**config.mk**
```make
export PLATFORM = sky130hd
export DESIGN_NAME = think_tag_stream_splitter
export DESIGN_NICKNAME = d
export VERILOG_FILES = /design/src/rtl/core/tts_pkg.sv /design/src/rtl/core/tts_front.sv /design/src/rtl/core/tts_queue.sv /design/src/rtl/core/tts_back.sv /design/src/rtl/core/think_tag_stream_splitter.sv
export SDC_FILE = /design/constraint.sdc
export NUM_CORES = 1
export LEC_CHECK = 0
export BUFFER_PORTS_ARGS = -buffer_cell sky130_fd_sc_hd__buf_2
export CAP_MARGIN = 0
export CELL_PAD_IN_SITES_DETAIL_PLACEMENT = 0
export CELL_PAD_IN_SITES_GLOBAL_PLACEMENT = 2
export CORE_AREA = 3 3 203 165
export DETAILED_ROUTE_END_ITERATION = 10
export DIE_AREA = 0 0 206 168
export PLACE_DENSITY_LB_ADDON = 0.1
export SYNTH_ARGS = -nofsm -noshare
export SYNTH_HDL_FRONTEND = slang
export SYNTH_SLANG_ARGS = --single-unit
```
**constraint.sdc**
```tcl
create_clock -name i_clk -period 9.9 [get_ports i_clk]
set_clock_uncertainty 0.05 [all_clocks]
set_input_delay 0.495 -clock i_clk [delete_from_list [all_inputs] [get_ports i_clk]]
set_output_delay 0.495 -clock i_clk [all_outputs]
set_load 0.005 [all_outputs]
```
**src/rtl/core/tts_pkg.sv**
```systemverilog
package tts_pkg;

    localparam int SPACE_DEPTH_DEF = 16;
    localparam int SCNT_W          = 9;   // holds a whitespace count up to 511
    localparam int QDEPTH          = 4;
    localparam int OPEN_LEN        = 7;
    localparam int CLOSE_LEN       = 8;

    localparam logic [1:0] OP_DATA    = 2'd0;
    localparam logic [1:0] OP_END     = 2'd1;
    localparam logic [1:0] OP_RESTART = 2'd2;

    localparam logic [1:0] MODE_UNDEC  = 2'd0;
    localparam logic [1:0] MODE_INSIDE = 2'd1;
    localparam logic [1:0] MODE_PLAIN  = 2'd2;

    localparam logic KIND_CONTENT = 1'b0;
    localparam logic KIND_REASON  = 1'b1;

    localparam logic [7:0] CH_LT = 8'h3C;

    // One unit of back-end work. A write job stores byte at index cnt and
    // releases nothing. A release job sends cnt stored whitespace bytes, then
    // tlen tag bytes, then the byte itself when has_byte is set.
    typedef struct packed {
        logic              wr;
        logic              kind;
        logic              close_sel;
        logic              has_byte;
        logic [7:0]        data;
        logic [SCNT_W-1:0] cnt;
        logic [2:0]        tlen;
    } t_job;

    function automatic logic [7:0] open_char(input logic [2:0] idx);
        logic [7:0] c;
        case (idx)
            3'd0:    c = 8'h3C;
            3'd1:    c = 8'h74;
            3'd2:    c = 8'h68;
            3'd3:    c = 8'h69;
            3'd4:    c = 8'h6E;
            3'd5:    c = 8'h6B;
            3'd6:    c = 8'h3E;
            default: c = 8'h00;
        endcase
        return c;
    endfunction

    function automatic logic [7:0] close_char(input logic [2:0] idx);
        logic [7:0] c;
        case (idx)
            3'd0:    c = 8'h3C;
            3'd1:    c = 8'h2F;
            3'd2:    c = 8'h74;
            3'd3:    c = 8'h68;
            3'd4:    c = 8'h69;
            3'd5:    c = 8'h6E;
            3'd6:    c = 8'h6B;
            default: c = 8'h3E;
        endcase
        return c;
    endfunction

    function automatic logic is_ws(input logic [7:0] b);
        return (b == 8'h20) || ((b >= 8'h09) && (b <= 8'h0D));
    endfunction

endpackage

```
**src/rtl/core/tts_front.sv**
```systemverilog
module tts_front import tts_pkg::*; #(
    parameter int SPACE_DEPTH = SPACE_DEPTH_DEF
) (
    input  logic       i_clk,
    input  logic       i_rst_n,
    input  logic       i_valid,
    output logic       o_ready,
    input  logic [1:0] i_opcode,
    input  logic [7:0] i_data_byte,
    input  logic       i_q_full,
    output logic       o_push,
    output t_job       o_job
);

    localparam int CW = $clog2(SPACE_DEPTH + 1);

    logic [1:0]    r_mode, n_mode;
    logic [2:0]    r_len, n_len;
    logic [CW-1:0] r_scnt, n_scnt;
    logic          push_req;
    logic          fire;

    assign o_ready = !i_q_full;
    assign fire    = i_valid && o_ready;
    assign o_push  = fire && push_req;

    always_comb begin
        n_mode   = r_mode;
        n_len    = r_len;
        n_scnt   = r_scnt;
        push_req = 1'b0;
        o_job    = '0;
        o_job.data = i_data_byte;
        case (i_opcode)
            OP_DATA: begin
                case (r_mode)
                    MODE_UNDEC: begin
                        if (r_len == 3'd0 && is_ws(i_data_byte)) begin
                            push_req  = 1'b1;
                            if (r_scnt < CW'(SPACE_DEPTH)) begin
                                o_job.wr  = 1'b1;
                                o_job.cnt = SCNT_W'(r_scnt);
                                n_scnt    = r_scnt + 1'b1;
                            end else begin
                                // store full: give up on a tag, release as content
                                o_job.kind     = KIND_CONTENT;
                                o_job.cnt      = SCNT_W'(r_scnt);
                                o_job.has_byte = 1'b1;
                                n_mode         = MODE_PLAIN;
                                n_scnt         = '0;
                            end
                        end else if (i_data_byte == open_char(r_len)) begin
                            if (r_len == 3'(OPEN_LEN - 1)) begin
                                n_mode = MODE_INSIDE;
                                n_len  = '0;
                                n_scnt = '0;
                            end else begin
                                n_len = r_len + 1'b1;
                            end
                        end else begin
                            push_req       = 1'b1;
                            o_job.kind     = KIND_CONTENT;
                            o_job.cnt      = SCNT_W'(r_scnt);
                            o_job.tlen     = r_len;
                            o_job.has_byte = 1'b1;
                            n_mode         = MODE_PLAIN;
                            n_len          = '0;
                            n_scnt         = '0;
                        end
                    end
                    MODE_INSIDE: begin
                        if (i_data_byte == close_char(r_len)) begin
                            if (r_len == 3'(CLOSE_LEN - 1)) begin
                                n_mode = MODE_PLAIN;
                                n_len  = '0;
                            end else begin
                                n_len = r_len + 1'b1;
                            end
                        end else begin
                            // '<' occurs only at the head of the close tag, so a
                            // broken prefix can only restart on a new '<'
                            push_req        = 1'b1;
                            o_job.kind      = KIND_REASON;
                            o_job.close_sel = 1'b1;
                            o_job.tlen      = r_len;
                            o_job.has_byte  = (i_data_byte != CH_LT);
                            n_len           = (i_data_byte == CH_LT) ? 3'd1 : 3'd0;
                        end
                    end
                    default: begin
                        push_req       = 1'b1;
                        o_job.kind     = KIND_CONTENT;
                        o_job.has_byte = 1'b1;
                    end
                endcase
            end
            OP_END: begin
                case (r_mode)
                    MODE_UNDEC: begin
                        push_req   = (r_scnt != '0) || (r_len != 3'd0);
                        o_job.kind = KIND_CONTENT;
                        o_job.cnt  = SCNT_W'(r_scnt);
                        o_job.tlen = r_len;
                        n_mode     = MODE_PLAIN;
                        n_len      = '0;
                        n_scnt     = '0;
                    end
                    MODE_INSIDE: begin
                        push_req        = (r_len != 3'd0);
                        o_job.kind      = KIND_REASON;
                        o_job.close_sel = 1'b1;
                        o_job.tlen      = r_len;
                        n_len           = '0;
                    end
                    default: begin
                    end
                endcase
            end
            OP_RESTART: begin
                n_mode = MODE_UNDEC;
                n_len  = '0;
                n_scnt = '0;
            end
            default: begin
            end
        endcase
    end

    always_ff @(posedge i_clk) begin
        if (!i_rst_n) begin
            r_mode <= MODE_UNDEC;
            r_len  <= '0;
            r_scnt <= '0;
        end else if (fire) begin
            r_mode <= n_mode;
            r_len  <= n_len;
            r_scnt <= n_scnt;
        end
    end

endmodule

```
**src/rtl/core/tts_queue.sv**
```systemverilog
module tts_queue import tts_pkg::*; (
    input  logic i_clk,
    input  logic i_rst_n,
    input  logic i_push,
    input  t_job i_job,
    output logic o_full,
    output logic o_valid,
    output t_job o_job,
    input  logic i_pop
);

    localparam int PW = $clog2(QDEPTH);

    t_job          r_mem [QDEPTH];
    logic [PW-1:0] r_wr, r_rd;
    logic [PW:0]   r_cnt;

    assign o_full  = (r_cnt == (PW + 1)'(QDEPTH));
    assign o_valid = (r_cnt != '0);
    assign o_job   = r_mem[r_rd];

    always_ff @(posedge i_clk) begin
        if (i_push) begin
            r_mem[r_wr] <= i_job;
        end
    end

    always_ff @(posedge i_clk) begin
        if (!i_rst_n) begin
            r_wr  <= '0;
            r_rd  <= '0;
            r_cnt <= '0;
        end else begin
            if (i_push) begin
                r_wr <= r_wr + 1'b1;
            end
            if (i_pop) begin
                r_rd <= r_rd + 1'b1;
            end
            case ({i_push, i_pop})
                2'b10:   r_cnt <= r_cnt + 1'b1;
                2'b01:   r_cnt <= r_cnt - 1'b1;
                default: r_cnt <= r_cnt;
            endcase
        end
    end

endmodule

```
**src/rtl/core/tts_back.sv**
```systemverilog
module tts_back import tts_pkg::*; #(
    parameter int SPACE_DEPTH = SPACE_DEPTH_DEF
) (
    input  logic       i_clk,
    input  logic       i_rst_n,
    input  logic       i_q_valid,
    input  t_job       i_job,
    output logic       o_pop,
    output logic       o_valid,
    input  logic       i_ready,
    output logic [7:0] o_byte,
    output logic       o_kind,
    output logic       o_last
);

    localparam int SAW = (SPACE_DEPTH > 1) ? $clog2(SPACE_DEPTH) : 1;
    localparam int TW  = $clog2(SPACE_DEPTH + 9);

    logic [7:0]    r_mem [SPACE_DEPTH];
    logic [7:0]    r_rd;
    logic [TW-1:0] r_idx;
    logic          r_ov, r_sel_mem, r_kind, r_last;
    logic [7:0]    r_byte;

    logic [TW-1:0] cnt_t, tag_end, total;
    logic [2:0]    tag_i;
    logic [7:0]    tag_c;
    logic          in_space, in_tag, is_last, emit, wr;

    assign cnt_t    = TW'(i_job.cnt);
    assign tag_end  = cnt_t + TW'(i_job.tlen);
    assign total    = tag_end + TW'(i_job.has_byte);
    assign in_space = (r_idx < cnt_t);
    assign in_tag   = (r_idx < tag_end);
    assign tag_i    = 3'(r_idx - cnt_t);
    assign tag_c    = i_job.close_sel ? close_char(tag_i) : open_char(tag_i);
    assign is_last  = (r_idx == total - 1'b1);

    assign wr    = i_q_valid && i_job.wr;
    assign emit  = i_q_valid && !i_job.wr && (!r_ov || i_ready);
    assign o_pop = wr || (emit && is_last);

    always_ff @(posedge i_clk) begin
        if (wr) begin
            r_mem[i_job.cnt[SAW-1:0]] <= i_job.data;
        end
        if (emit && in_space) begin
            r_rd <= r_mem[r_idx[SAW-1:0]];
        end
    end

    always_ff @(posedge i_clk) begin
        if (emit) begin
            r_sel_mem <= in_space;
            r_byte    <= in_tag ? tag_c : i_job.data;
            r_kind    <= i_job.kind;
            r_last    <= is_last;
        end
    end

    always_ff @(posedge i_clk) begin
        if (!i_rst_n) begin
            r_ov  <= 1'b0;
            r_idx <= '0;
        end else begin
            if (emit) begin
                r_ov  <= 1'b1;
                r_idx <= is_last ? '0 : r_idx + 1'b1;
            end else if (i_ready) begin
                r_ov <= 1'b0;
            end
        end
    end

    assign o_valid = r_ov;
    assign o_byte  = r_sel_mem ? r_rd : r_byte;
    assign o_kind  = r_kind;
    assign o_last  = r_last;

endmodule

```
**src/rtl/core/think_tag_stream_splitter.sv**
```systemverilog
// Splits a text reply into content and reasoning bytes.
// Input stream: one item per byte or command; tuser carries the opcode
// (data, end-of-stream flush, restart), tdata the text byte.
// Output stream: one item per released byte; tuser is the kind (0 content,
// 1 reasoning), tlast marks the last byte released for one input item.
// A leading <think> tag, after optional whitespace, opens reasoning until
// </think>; both tags are dropped. Bytes that may still form a tag are held
// and released later, so one input can release up to SPACE_DEPTH+7 bytes.
// The first byte of a release is registered in the job queue and then in
// the output register before it is presented on the output.
// Throughput: one input item per cycle while the job queue has room; the
// back end emits one byte per cycle while the receiver is ready, and each
// stored leading whitespace byte also occupies the back end for its store write.
// A long release drains at one byte a cycle while the receiver is ready, and
// the four-entry queue then fills and holds the input side off.
// Reset (synchronous, i_rst_n low) returns to the undecided mode with
// nothing held; the output register empties. A stalled receiver holds the
// output item steady and backs the stall up through the queue to o_s_tready.
module think_tag_stream_splitter import tts_pkg::*; #(
    parameter int SPACE_DEPTH = SPACE_DEPTH_DEF
) (
    input  logic       i_clk,
    input  logic       i_rst_n,
    input  logic       i_s_tvalid,
    output logic       o_s_tready,
    input  logic [7:0] i_s_tdata,   // [7:0] data_byte
    input  logic [1:0] i_s_tuser,   // [1:0] opcode
    output logic       o_m_tvalid,
    input  logic       i_m_tready,
    output logic [7:0] o_m_tdata,   // [7:0] out_byte
    output logic       o_m_tuser,   // [0] out_kind
    output logic       o_m_tlast    // run_last
);

    logic q_full, q_push, q_valid, q_pop;
    t_job f_job, q_job;

    tts_front #(.SPACE_DEPTH(SPACE_DEPTH)) u_front (
        .i_clk       (i_clk),
        .i_rst_n     (i_rst_n),
        .i_valid     (i_s_tvalid),
        .o_ready     (o_s_tready),
        .i_opcode    (i_s_tuser),
        .i_data_byte (i_s_tdata),
        .i_q_full    (q_full),
        .o_push      (q_push),
        .o_job       (f_job)
    );

    tts_queue u_queue (
        .i_clk   (i_clk),
        .i_rst_n (i_rst_n),
        .i_push  (q_push),
        .i_job   (f_job),
        .o_full  (q_full),
        .o_valid (q_valid),
        .o_job   (q_job),
        .i_pop   (q_pop)
    );

    tts_back #(.SPACE_DEPTH(SPACE_DEPTH)) u_back (
        .i_clk     (i_clk),
        .i_rst_n   (i_rst_n),
        .i_q_valid (q_valid),
        .i_job     (q_job),
        .o_pop     (q_pop),
        .o_valid   (o_m_tvalid),
        .i_ready   (i_m_tready),
        .o_byte    (o_m_tdata),
        .o_kind    (o_m_tuser),
        .o_last    (o_m_tlast)
    );

endmodule
```
### Word level (Yosys, flattened, before mapping)

Memory sizes are Yosys's and may differ from the RTL's. A register that Yosys moved wholly into a read port is not among the register bits.
Index checks and enable logic that the tools add are counted.

* memory bits (writable): 224
* memories kept: 2
* bits of input ports: 14
* word-level logic and storage cells: 170
* output and inout bits: 12
* register bits: 34

Memories
* u_back.r_mem: words 16, bits a word 8, rd ports 1, clocked after Yosys merged registers in 1, write ports 1, line tts_back.sv:19 `logic [7:0] r_mem [SPACE_DEPTH];`
* u_queue.r_mem: words 4, bits a word 24, rd ports 1, clocked after Yosys merged registers in 1, write ports 1, line tts_queue.sv:14 `t_job r_mem [QDEPTH];`

* add/sub/neg operators: 11
* reduce and logical (&&, ||, !) cells: 30
* muxes and demuxes: 75
* equal/unequal tests: 35
* order comparisons: 5

Operators with widths (count)
* $pmux W7 S7: 4
* $mux W8: 8
* $mux W5: 10
* $mux W3: 10
* $eq A3 B3 Y1 const B: 8
* $pmux W12 S2: 1
* $mux W1: 20
* $mux W2: 9
* $pmux W3 S2: 3
* $eq A8 B6 Y1 const B: 2
* $eq A8 B8 Y1: 2
* $pmux W5 S3: 1
* $eq A3 B2 Y1 const B: 4
* $add A5 B1 Y5 const B: 2
* $lt A5 B5 Y1: 2
* $reduce_and A5 Y1: 2
* $logic_and A1 B1 Y1: 9
* $pmux W3 S3: 1
* $reduce_bool A3 Y1: 3
* $ge A8 B4 Y1 const B: 1
* $le A8 B4 Y1 const B: 1
* $ne A8 B6 Y1 const B: 1
* $pmux W1 S2: 4
* $pmux W2 S2: 2
* other kinds (28): 46

### Depth between registers and ports, before layout

Gate-level depths: netlist of run 1.

* depth in word-level cells: 15
* depth in mapped cells: 17

### By module

Synthesis of run 1 repeated with hierarchy kept, for this count alone.

* cell total of the unflattened synthesis: 756
* area, all modules: 12260.5 sq um

Modules (own cells, without submodules)
* tts_back: area an instance 6747.7 sq um, cells each 377, instances 1
* tts_queue: area an instance 3946.3 sq um, cells each 168, instances 1
* tts_front: area an instance 1566.5 sq um, cells each 211, instances 1

### Worst setup path before layout of run 1

No wires, ideal clock.

* path type: register to register
* from: reg (tool-made name)
* to: reg u_queue.r_cnt[2]
* path slack: 4.959 ns
* arrival: 4.821 ns
* stages on the path, launching flop included: 17
* cells stage by stage: dfxtp_1 buf_4 buf_1 mux4_2 ha_1 inv_1 fa_1 ha_1 a2111oi_2 xnor2_1 o41ai_1 ha_1 inv_1 fa_1 xor2_1 or3_1 a21oi_1

RTL lines
* end signal: assignment: line tts_queue.sv:41 `2'b10: r_cnt <= r_cnt + 1'b1;`
* end signal: assignment: line tts_queue.sv:42 `2'b01: r_cnt <= r_cnt - 1'b1;`
* end signal: assignment: line tts_queue.sv:43 `default: r_cnt <= r_cnt;`
* end: declaration: line tts_queue.sv:16 `logic [PW:0] r_cnt;`

### Worst setup path in the final report of run 1

* from: reg u_front.r_len[2]
* to: reg u_queue.r_cnt[2]

* cells in the longest elaborated chain, start to end: 13

RTL lines
* start: declaration: line tts_front.sv:18 `logic [2:0] r_len, n_len;`
* start signal: assignment: line tts_front.sv:136 `r_len <= n_len;`
* $eq A3 B3 Y1, or another cell as far along: line tts_pkg.sv:37, tts_pkg.sv:52
* $pmux W7 S7: line tts_pkg.sv:37 `case (idx)`
* $mux W8: line tts_front.sv:38 `if (r_len == 3'd0 && is_ws(i_data_byte)) begin`
* $mux W8: line tts_front.sv:36 `case (r_mode)`
* $mux W8: line tts_front.sv:34 `case (i_opcode)`
* $eq A8 B8 Y1: line tts_front.sv:52 `end else if (i_data_byte == open_char(r_len)) begin`
* $mux W1: line tts_front.sv:52
* $mux W1: line tts_front.sv:38
* $pmux W1 S2: line tts_front.sv:36
* $pmux W1 S2 *: line tts_front.sv:34
* $logic_and A1 B1 Y1 *: line tts_front.sv:25 `assign o_push = fire && push_req;`
* $eq A2 B1 Y1 / $eq A2 B2 Y1 (equally long branches): line tts_queue.sv:40 `case ({i_push, i_pop})`
* $pmux W3 S2 / $reduce_bool A2 Y1 (equally long branches)

Mark *: on every way between the ends. The rest lies on a longest branch, timed or not. The select of a mux whose other input is x is not followed.
A chain may end at the register's enable or synchronous reset.

==> metrics.yaml, run 1 <==
syn_area_per_cell_sq_um: 15.6
synth_top_cells_by_area: "edfxtp_1, mux4_2, dfxtp_1"
grtUsageTotal_pct: 14.6
synthArstFlopShare_pct: 0
ir_worst_vdd_mv: 0.108
grt_use_met3_pct: 2.69
portBuffers: 25
hp-class: "in -> reg"
synth_top_area_cell: "edfxtp_1"
rows: 58
start_util_pct: 36.1
period_share_pct: 55.9
worst_pin_slew_ps: 1040
via_per_inst: 5.22
first_pass_iters: 5
cts_sinks: 248
post-route-drc-count: 0
worstPathRequired_ps: 10300
initialDrtViolationCount: 427
layout_common_cells: "edfxtp_1, mux4_2, nor2_1, inv_1, nand2_1"
p_switching_uw: 827
netlist.area_leader.share_pct: 59.0
antenna_cells: 0
grt_pass1_wl_microns: 38900
ys_types: 68
antenna_found_initial: 0
syn_inst: 728
path_max_fanout: 20
relSlewSlack_pct: 30.4
clkTransAtPathRegs_ps: 60
place_hpwl_microns: 16900
gr-usage-met2_pct: 21.3
synth_edf_count: 223
hold_buffers: 0
finalWeightedCongestion: 0.790
die_y_microns: 168
max_cap_viol_count: 0
finalSetupTns_ps: 0
final_common_cell: "edfxtp_1"
max_freq_mhz: 181
htree_levels: 1
swShare_pct: 27.8
startpoint_type: "flop"
wl_per_cell_microns: 20.9
yosysWarnings: 0
worstSkewPairLatency_ps: 530
hold_viol: 0
cts_setup_buffers: 0
placeableCoreArea_sq_um: 31500
layout_min_cycle_time_ps: 5530
powerDensity_nw_per_um2: 233
arrival_ps: 5930
setup_viol_count_final: 0
vias: 6211
status: "completed"
rsz0062_at_grt: "no"
p_comb_share_pct: 23.3
synth_area_sq_um: 11400
post_cts_resized: 0
grt.busiest_layer: "met1"
die_x_microns: 206
yosysSeqAreaShare_pct: 63.4
placed_cell_area_sq_um: 11900
power_frac_clock_pct: 33.9
synthFlopType: "edfxtp_1"
clock_path_buffers: 3
dieArea_sq_um: 34600
stdcell_area_sq_um: 12800
drt_wl_total_microns: 24800
use_met1_pct: 22.8
p_int_mw: 2.14
overflow: 0
final_nets: 799
postRouteAntennaNets: 0
io_pins: 26
cts_tree: "done"
final_util_pct: 40.5
critPathKind: "reg -> reg"
slew_viol_final: 0
crit_path_end_kind: "flop"
areaGrowthSynthToFinish_pct: 12.4
synth_fp_nets: 776
first_global_vias: 6360
p_leak_nw: 4.15
cts_made_buffers: 27
cts_root_buf: "clkbuf_16"
pwr-share-seq_pct: 42.8
drive_above_1_share_pct: 20.5
grt_max_degree: 40
synth_seq_cells: 248
worst paths after layout:
kind / end / slack, ps / startpoint / cells past startpoint
max: u_queue.r_cnt[2] / 4370 / u_front.r_len[2] / 15
min: u_back.o_valid / 220 / i_m_tready / 4
max reg2reg: u_queue.r_cnt[2] / 4370 / u_front.r_len[2] / 15
min reg2reg: u_queue.r_wr[1] / 450 / u_queue.r_wr[1] / 2
through the flow:
| stage | power [mW] | hold WS, ps | std cells | setup WS, ps |
|---|---|---|---|---|
| global placement | 1.98 | 440 | 1142 | 4630 |
| finish | 2.97 | 216 | 1189 | 4370 |
| global route | 3.12 | 224 | 1189 | 3950 |
| CTS | 3.01 | 189 | 1189 | 4440 |
| detailed placement | 1.99 | 452 | 1142 | 4440 |
| floorplan | 1.80 | 409 | 728 | 4960 |
cell families after synthesis:
logic type	share of synthesized area, %
XOR/XNOR	1.62
adder cells (fa/ha/maj)	3.94
AND/OR/NAND/NOR	7.88
AO/OA/AOI/OAI	6.10
flip-flops	63.4
buffers and inverters	2.65
multiplexers	14.4
registers in the layout (all words and copies together) (netlist names), 3 cells and up, named ones only:
signal	flops
u_front.r_scnt	5
u_back.r_byte	8
u_back.r_mem	128
u_queue.r_cnt	3
u_back.r_rd	8
u_queue.r_mem	76
u_front.r_len	3
u_back.r_idx	5
area by class of cell:
type,count,area (sq um)
well taps,420,526
fillers,2887,18700
flip-flops and latches,248,7200
inverters,37,139
clock buffers,30,687
clock inverters,17,191
multi-input cells,407,3860
repair buffers,30,163
power by group through the flow:
stage | clock network [mW] | logic (mW) | registers (mW)
after floorplan | 0 | 0.515 | 1.28
after global placement | 0 | 0.690 | 1.29
after detailed placement | 0 | 0.700 | 1.29
after CTS | 1.03 | 0.705 | 1.27
after global routing | 1.07 | 0.771 | 1.28
final | 1.01 | 0.693 | 1.27
layer usage:
| metal | up-vias | part of all wire, % |
|---|---|---|
| met1 | 3185 | 51 |
| li1 | 2887 | - |
| met2 | 100 | 43 |
| met3 | 39 | 3.8 |
| met4 | 0 | 2.0 |
| met5 | - | 0 |
synth_stat cells (10+ instances only):
cell      count
edfxtp_1    223
mux4_2       59
nor2_1       44
inv_1        36
nand2_1      33
ha_1         31
clkbuf_1     26
a21oi_1      25
dfxtp_1      25
nand3_1      19
o21ai_0      19
mux2_2       17
nor3_1       13
mux2i_1      12
xnor2_1      12
and2_1       10
nand2b_1     10
worst max-delay path, stage by stage, from the launching register on:
cell and delay, ps:
dfxtp_1 850, inv_1 220, ha_1 370, nor4_4 500, nor2_1 120, xor2_1 160, or4_4 490, a2111oi_4 870
a221oi_1 430, inv_1 150, ha_1 190, inv_1 60, fa_1 370, xor2_1 150, or3_1 310, a21oi_1 140
(Power assumes the default switching activity.)
==> run 2, diff against run 1 <==
ABC_AREA = 1   (was not set)
CORE_AREA = 3 3 204 166   (was 3 3 203 165)
DIE_AREA = 0 0 207 169   (was 0 0 206 168)
clock period = 4.9 ns   (was 9.9 ns; I/O delays follow)
==> run 2 against run 1 <==
- critical path depth grew 6
- sequential cell count is the same
- sequential share of layout area shrank 0.94 points
- core utilization shrank 0.19 points
- non-clock buffer count grew 21
- area after synthesis grew 1.1%
- wire length grew 23%
- first-iteration DRC count grew 57%
- power grew 140%
- worst setup slack lost 3800 ps
- global-route usage grew 2.9 points
- critical endpoint unchanged
==> metrics.yaml, run 2 <==
status: "completed"
drt_wl_total_microns: 30600  # +23%
clock_path_buffers: 3  # unchanged
layout_common_cells: "edfxtp_1, nand2_1, nor2_1, inv_1, o21ai_0"
p_leak_nw: 4.76  # +15%
arrival_ps: 4750  # -1180 ps
slew_viol_final: 0  # unchanged
yosysWarnings: 0  # unchanged
final_nets: 1156  # +45%
worst_pin_slew_ps: 1000  # -44.2 ps
post-route-drc-count: 0  # unchanged
finalWeightedCongestion: 0.770  # -2.5%
synth_top_cells_by_area: "edfxtp_1, nand2_1, nor2_1"
period_share_pct: 89.4  # +34 points
crit_path_end_kind: "flop"
synth_edf_count: 223  # unchanged
postRouteAntennaNets: 0  # unchanged
grtUsageTotal_pct: 17.5  # +2.9 points
regMostFlops: "u_back.r_mem"
first_pass_iters: 5  # unchanged
worstPathRequired_ps: 5270  # -5030 ps
overflow: 0  # unchanged
p_total_mw: 7.14  # +140%
vias: 7801  # +26%
rsz0062_at_grt: "no"
critPathKind: "reg -> reg"
hp-class: "in -> reg"
dieArea_sq_um: 35000  # +1.1%
synth_top_area_cell: "edfxtp_1"
cts_tree: "done"
cts_made_buffers: 27  # unchanged
largest_register_ffs: 128  # unchanged
hold_viol: 0  # unchanged
first_global_vias: 7609  # +20%
place_hpwl_microns: 20600  # +22%
die_x_microns: 207  # +0.49%
fill_cells: 3169  # +9.8%
max_cap_viol_count: 0  # unchanged
rows: 59  # +1.7%
synth_fp_nets: 1115  # +44%
antenna_found_initial: 0  # unchanged
setup_viol_count_final: 0  # unchanged
synth_seq_cells: 248  # unchanged
ys_types: 45  # -34%
drive_above_1_share_pct: 10.6  # -10 points
yosysMostFrequentCell: "edfxtp_1"
wl_per_cell_microns: 19.7  # -5.7%
portBuffers: 25  # unchanged
synth_commonest_cells: "edfxtp_1, nand2_1, nor2_1"
synthArstFlopShare_pct: 0  # unchanged
yosysSeqAreaShare_pct: 62.7  # -0.67 points
die_y_microns: 169  # +0.60%
start_util_pct: 35.7  # -0.40 points
io_pins: 26  # unchanged
powerDensity_nw_per_um2: 550  # +140%
max_freq_mhz: 228  # +26%
syn_inst: 1067  # +47%
layout_min_cycle_time_ps: 4380  # -1150 ps
cts_setup_buffers: 0  # unchanged
cts_root_buf: "clkbuf_16"
htree_levels: 1  # unchanged
finalSetupTns_ps: 0  # unchanged
via_per_inst: 5.02  # -3.9%
clkTransAtPathRegs_ps: 60  # about the same
final_common_cell: "edfxtp_1"
antenna_cells: 0  # unchanged
placeableCoreArea_sq_um: 32200  # +2.2%
path_max_fanout: 25  # +25%
netlist.area_leader.share_pct: 58.3  # -0.62 points
initialDrtViolationCount: 672  # +57%
synthFlopType: "edfxtp_1"
syn_area_per_cell_sq_um: 10.8  # -31%
grt_pass1_wl_microns: 47700  # +23%
ir_worst_vdd_mv: 0.265  # +150%
relSlewSlack_pct: 33.1  # +2.7 points
areaGrowthSynthToFinish_pct: 13.1
worstSkewPairLatency_ps: 530  # about the same
startpoint_type: "flop"
register_area_sq_um: 7200  # about the same
multi_input_area_sq_um: 3770  # -2.3%
cts_sinks: 248  # unchanged
synth_area_sq_um: 11500  # +1.1%
grt_max_degree: 68  # +70%
reg_top3: "u_back.r_mem (128), u_queue.r_mem (76)"
[run 2: cell types whose count changed after synthesis, moves of 15 or more]
cell,delta
nand3_1,+41
nand2_1,+144
mux4_2,-59
o32ai_1,+15
o21ai_0,+62
nor2_1,+119
inv_1,+51
[run 2: power breakdown]
group          total, mW  switching [mW]  internal [mW]
combinational       2.46            1.71          0.747
clock               1.87           0.806           1.06
sequential          2.82           0.102           2.72
total               7.14            2.62           4.53
[run 2: final timing paths]
kind / to / cells after the start / slack [ps] / from
setup / recovery: u_queue.r_cnt[2] / 21 / 520 / flop
hold reg to reg: u_queue.r_cnt[1] / 2 / 450 / u_queue.r_cnt[1]
setup reg to reg: u_queue.r_cnt[2] / 21 / 520 / flop
hold / removal: u_queue.r_mem[1][12] / 1 / 8 / i_s_tdata[0]
[run 2: what timing repair did]
item                       4_1_cts  5_1_grt
hold buffers                     5        0
gates resized for setup          0        0
setup endpoints to repair        0        0
hold endpoints to repair        17        0
[run 2: final cells by class]
| type | count | share of cell area, % |
|---|---|---|
| clock inverters | 13 | 0.675 |
| inverters | 93 | 2.69 |
| clock buffers | 35 | 5.44 |
| repair buffers | 51 | 2.56 |
| well taps | 427 | 4.12 |
| flip-flops and latches | 248 | 55.5 |
| multi-input cells | 687 | 29.1 |
[run 2: worst max-delay path, cell delays in order, from the launching register on]
cell     delay, ps
dfxtp_1        320
inv_2          350
a21oi_1         80
a32oi_1        300
inv_1          230
fa_1           660
ha_1           200
inv_1           40
a21oi_1        300
nor2_1          90
nand2_1         70
nand4_1        110
a21oi_2        170
nand3_2        130
nand2_2        140
ha_1           150
inv_1           70
fa_1           370
a21oi_1        140
o21ai_0        110
o21ai_0        160
a21oi_1         50
[run 2: logic make-up after synthesis]
group,Yosys count,synth area share (%)
multiplexers,24,2.18
XOR/XNOR,10,0.992
AO/OA/AOI/OAI,183,9.71
AND/OR/NAND/NOR,436,15.9
flip-flops,248,62.7
buffers and inverters,132,4.59
adder cells (fa/ha/maj),34,3.90
[run 2: metal layers]
metal	track usage (%)	wire length (microns)	up-vias
met5	0	0	-
met4	3.04	461	0
met3	2.28	1030	34
met2	23.3	11500	121
met1	29.9	17600	3804
li1	-	-	3842
[run 2: through the flow]
stage                     worst slack (ps)  hold WS, ps  util [%]  area [sq um]  cells
after floorplan                        846          294         -         11500   1067
after global placement                 569          422      37.7         12100   1501
after detailed placement               509          432      37.7         12100   1501
after CTS                              484        0.842      40.3         13000   1554
after global routing                  28.4         15.9      40.3         13000   1554
final                                  519         7.65      40.3         13000   1554
==> run 3, diff against run 2 <==
SLEW_MARGIN = 5   (was not set)
clock period = 4.8 ns   (was 4.9 ns; I/O delays follow)
==> run 3 against run 2 <==
- combinational power is 2% higher
- final cell count up 0.32%
- core utilization is 0.24 points higher
- worst setup slack got worse by 44 ps
- wire length shrank 1.0%
- register-to-register slack worse by 40 ps
==> metrics.yaml, run 3 (synthesis results as in run 2) <==
grt_max_degree: 66  # -2.9%
hp-class: "in -> reg"
vias: 7741  # -0.77%
hp-start: "i_s_tdata[3]"
cts_sinks: 248  # unchanged
startpoint_type: "flop"
largest_register_ffs: 128  # unchanged
cts_root_buf: "clkbuf_16"
clkTransAtPathRegs_ps: 60  # about the same
final_nets: 1161  # +0.43%
hold_viol: 0  # unchanged
place_hpwl_microns: 20400  # -0.76%
critPathKind: "reg -> reg"
place_inst: 1502  # +0.067%
period_share_pct: 90.1  # +0.70 points
areaGrowthSynthToFinish_pct: 13.8
power_frac_clock_pct: 26.9  # +0.8 points
status: "completed"
swShare_pct: 36.2  # -0.41 points
reg_top3: "u_back.r_mem (128), u_queue.r_mem (76)"
portBuffers: 25  # unchanged
final_common_cell: "edfxtp_1"
regMostFlops: "u_back.r_mem"
rsz0062_at_grt: "no"
p_int_mw: 4.68  # +3.4%
max_cap_viol_count: 0  # unchanged
postRouteAntennaNets: 0  # unchanged
grtUsageTotal_pct: 17.3  # -0.26 points
fin_ws_ps: 475  # -44.1 ps
cts_made_buffers: 27  # unchanged
final_util_pct: 40.6  # +0.24 points
finalWeightedCongestion: 0.784  # +1.8%
whs_ps: 15.4  # +7.70 ps
first_global_vias: 7540  # -0.91%
grt_pass1_wl_microns: 46700  # -2.1%
p_leak_nw: 4.80  # +0.69%
arrival_ps: 4700  # -50 ps
p_switching_mw: 2.66  # +1.6%
p_comb_share_pct: 34.2  # -0.2 points
die_y_microns: 169  # unchanged
dieArea_sq_um: 35000  # unchanged
placeableCoreArea_sq_um: 32200  # unchanged
clock_path_buffers: 3  # unchanged
powerDensity_nw_per_um2: 562  # +2.1%
layout_common_cells: "edfxtp_1, nand2_1, nor2_1, inv_1, o21ai_0"
pwr-share-seq_pct: 38.9  # -0.6 points
rows: 59  # unchanged
first_pass_iters: 5  # unchanged
crit_path_end_kind: "flop"
cts_tree: "done"
place_ws_ps: 466  # -43.5 ps
worstPathRequired_ps: 5170  # -100 ps
layout_min_cycle_time_ps: 4320  # -55.9 ps
max_freq_mhz: 231  # +1.3%
ir_worst_vdd_mv: 0.319  # +20%
relSlewSlack_pct: 33.9  # +0.86 points
path_max_fanout: 18  # -28%
io_pins: 26  # unchanged
wl_per_cell_microns: 19.4  # -1.3%
via_per_inst: 4.97  # -1.1%
post-route-drc-count: 0  # unchanged
slew_viol_final: 0  # unchanged
htree_levels: 1  # unchanged
worst_pin_slew_ps: 987  # -12.9 ps
setup_viol_count_final: 0  # unchanged
overflow: 0  # unchanged
drt_wl_total_microns: 30300  # -1.0%
antenna_found_initial: 0  # unchanged
die_x_microns: 207  # unchanged
drive_above_1_share_pct: 10.8  # +0.22 points
finalSetupTns_ps: 0  # unchanged
fin_cells: 1559  # +0.32%
initialDrtViolationCount: 479  # -29%
worstSkewPairLatency_ps: 540  # about the same
start_util_pct: 35.7  # unchanged
antenna_cells: 0  # unchanged
-- run 3: final timing paths --
| check | endpoint | slack, ps | cells after the start |
|---|---|---|---|
| worst max register to register | u_queue.r_cnt[2] | 480 | 22 |
| worst min-delay path | u_queue.r_mem[3][15] | 20 | 1 |
| worst min register to register | u_queue.r_cnt[1] | 450 | 2 |
| worst max-delay path | u_queue.r_cnt[2] | 480 | 22 |
-- run 3: area by class of cell --
cell class	instances	area, sq um
timing repair buffer	56	380
clock buffer	35	706
sequential	248	7200
multi-input combinational	687	3770
inverter	93	349
fill	3200	19100
clock inverter	13	118
tap	427	534
-- run 3: per-stage QoR --
step | instance area, sq um | total power [mW]
after global placement | 12100 | 5.46
final | 13100 | 7.34
after floorplan | 11500 | 4.56
after global routing | 13100 | 7.83
after detailed placement | 12100 | 5.42
after CTS | 13100 | 7.43
-- run 3: power by group through the flow --
stage	registers, mW	logic [mW]	clock network [mW]
3_3_place_gp	2.90	2.56	0
4_1_cts	2.86	2.54	2.03
3_5_place_dp	2.90	2.52	0
2_1_floorplan	2.86	1.70	0
6_report	2.86	2.51	1.97
5_1_grt	2.88	2.84	2.12
-- run 3: critical path: stages, from the launching register on --
cell and delay [ps]:
dfxtp_1 310, inv_1 390, nand2_1 100, a32oi_1 270, ha_1 210, inv_1 50, fa_1 590, ha_1 200
inv_1 40, a21oi_1 260, nor2_1 90, nand2_1 70, nand4_1 120, a21oi_2 150, nand3_2 130, nand2_2 150
ha_1 150, inv_1 70, fa_1 380, a21oi_1 140, o21ai_0 110, o21ai_0 160, a21oi_1 60
-- run 3: layer usage --
metal	vias up	share of wire [%]	wire length, microns	track usage [%]
met1	3690	56	17000	28.9
met3	40	4.9	1480	3.04
li1	3862	-	-	-
met4	0	1.6	490	2.95
met5	-	0	0	0
met2	149	37	11300	23.1
-- run 3: what timing repair did --
action	in CTS	in global routing
buffers inserted	0	0
gates resized for setup	0	0
hold buffers	9	0
endpoints found under the hold margin	31	0
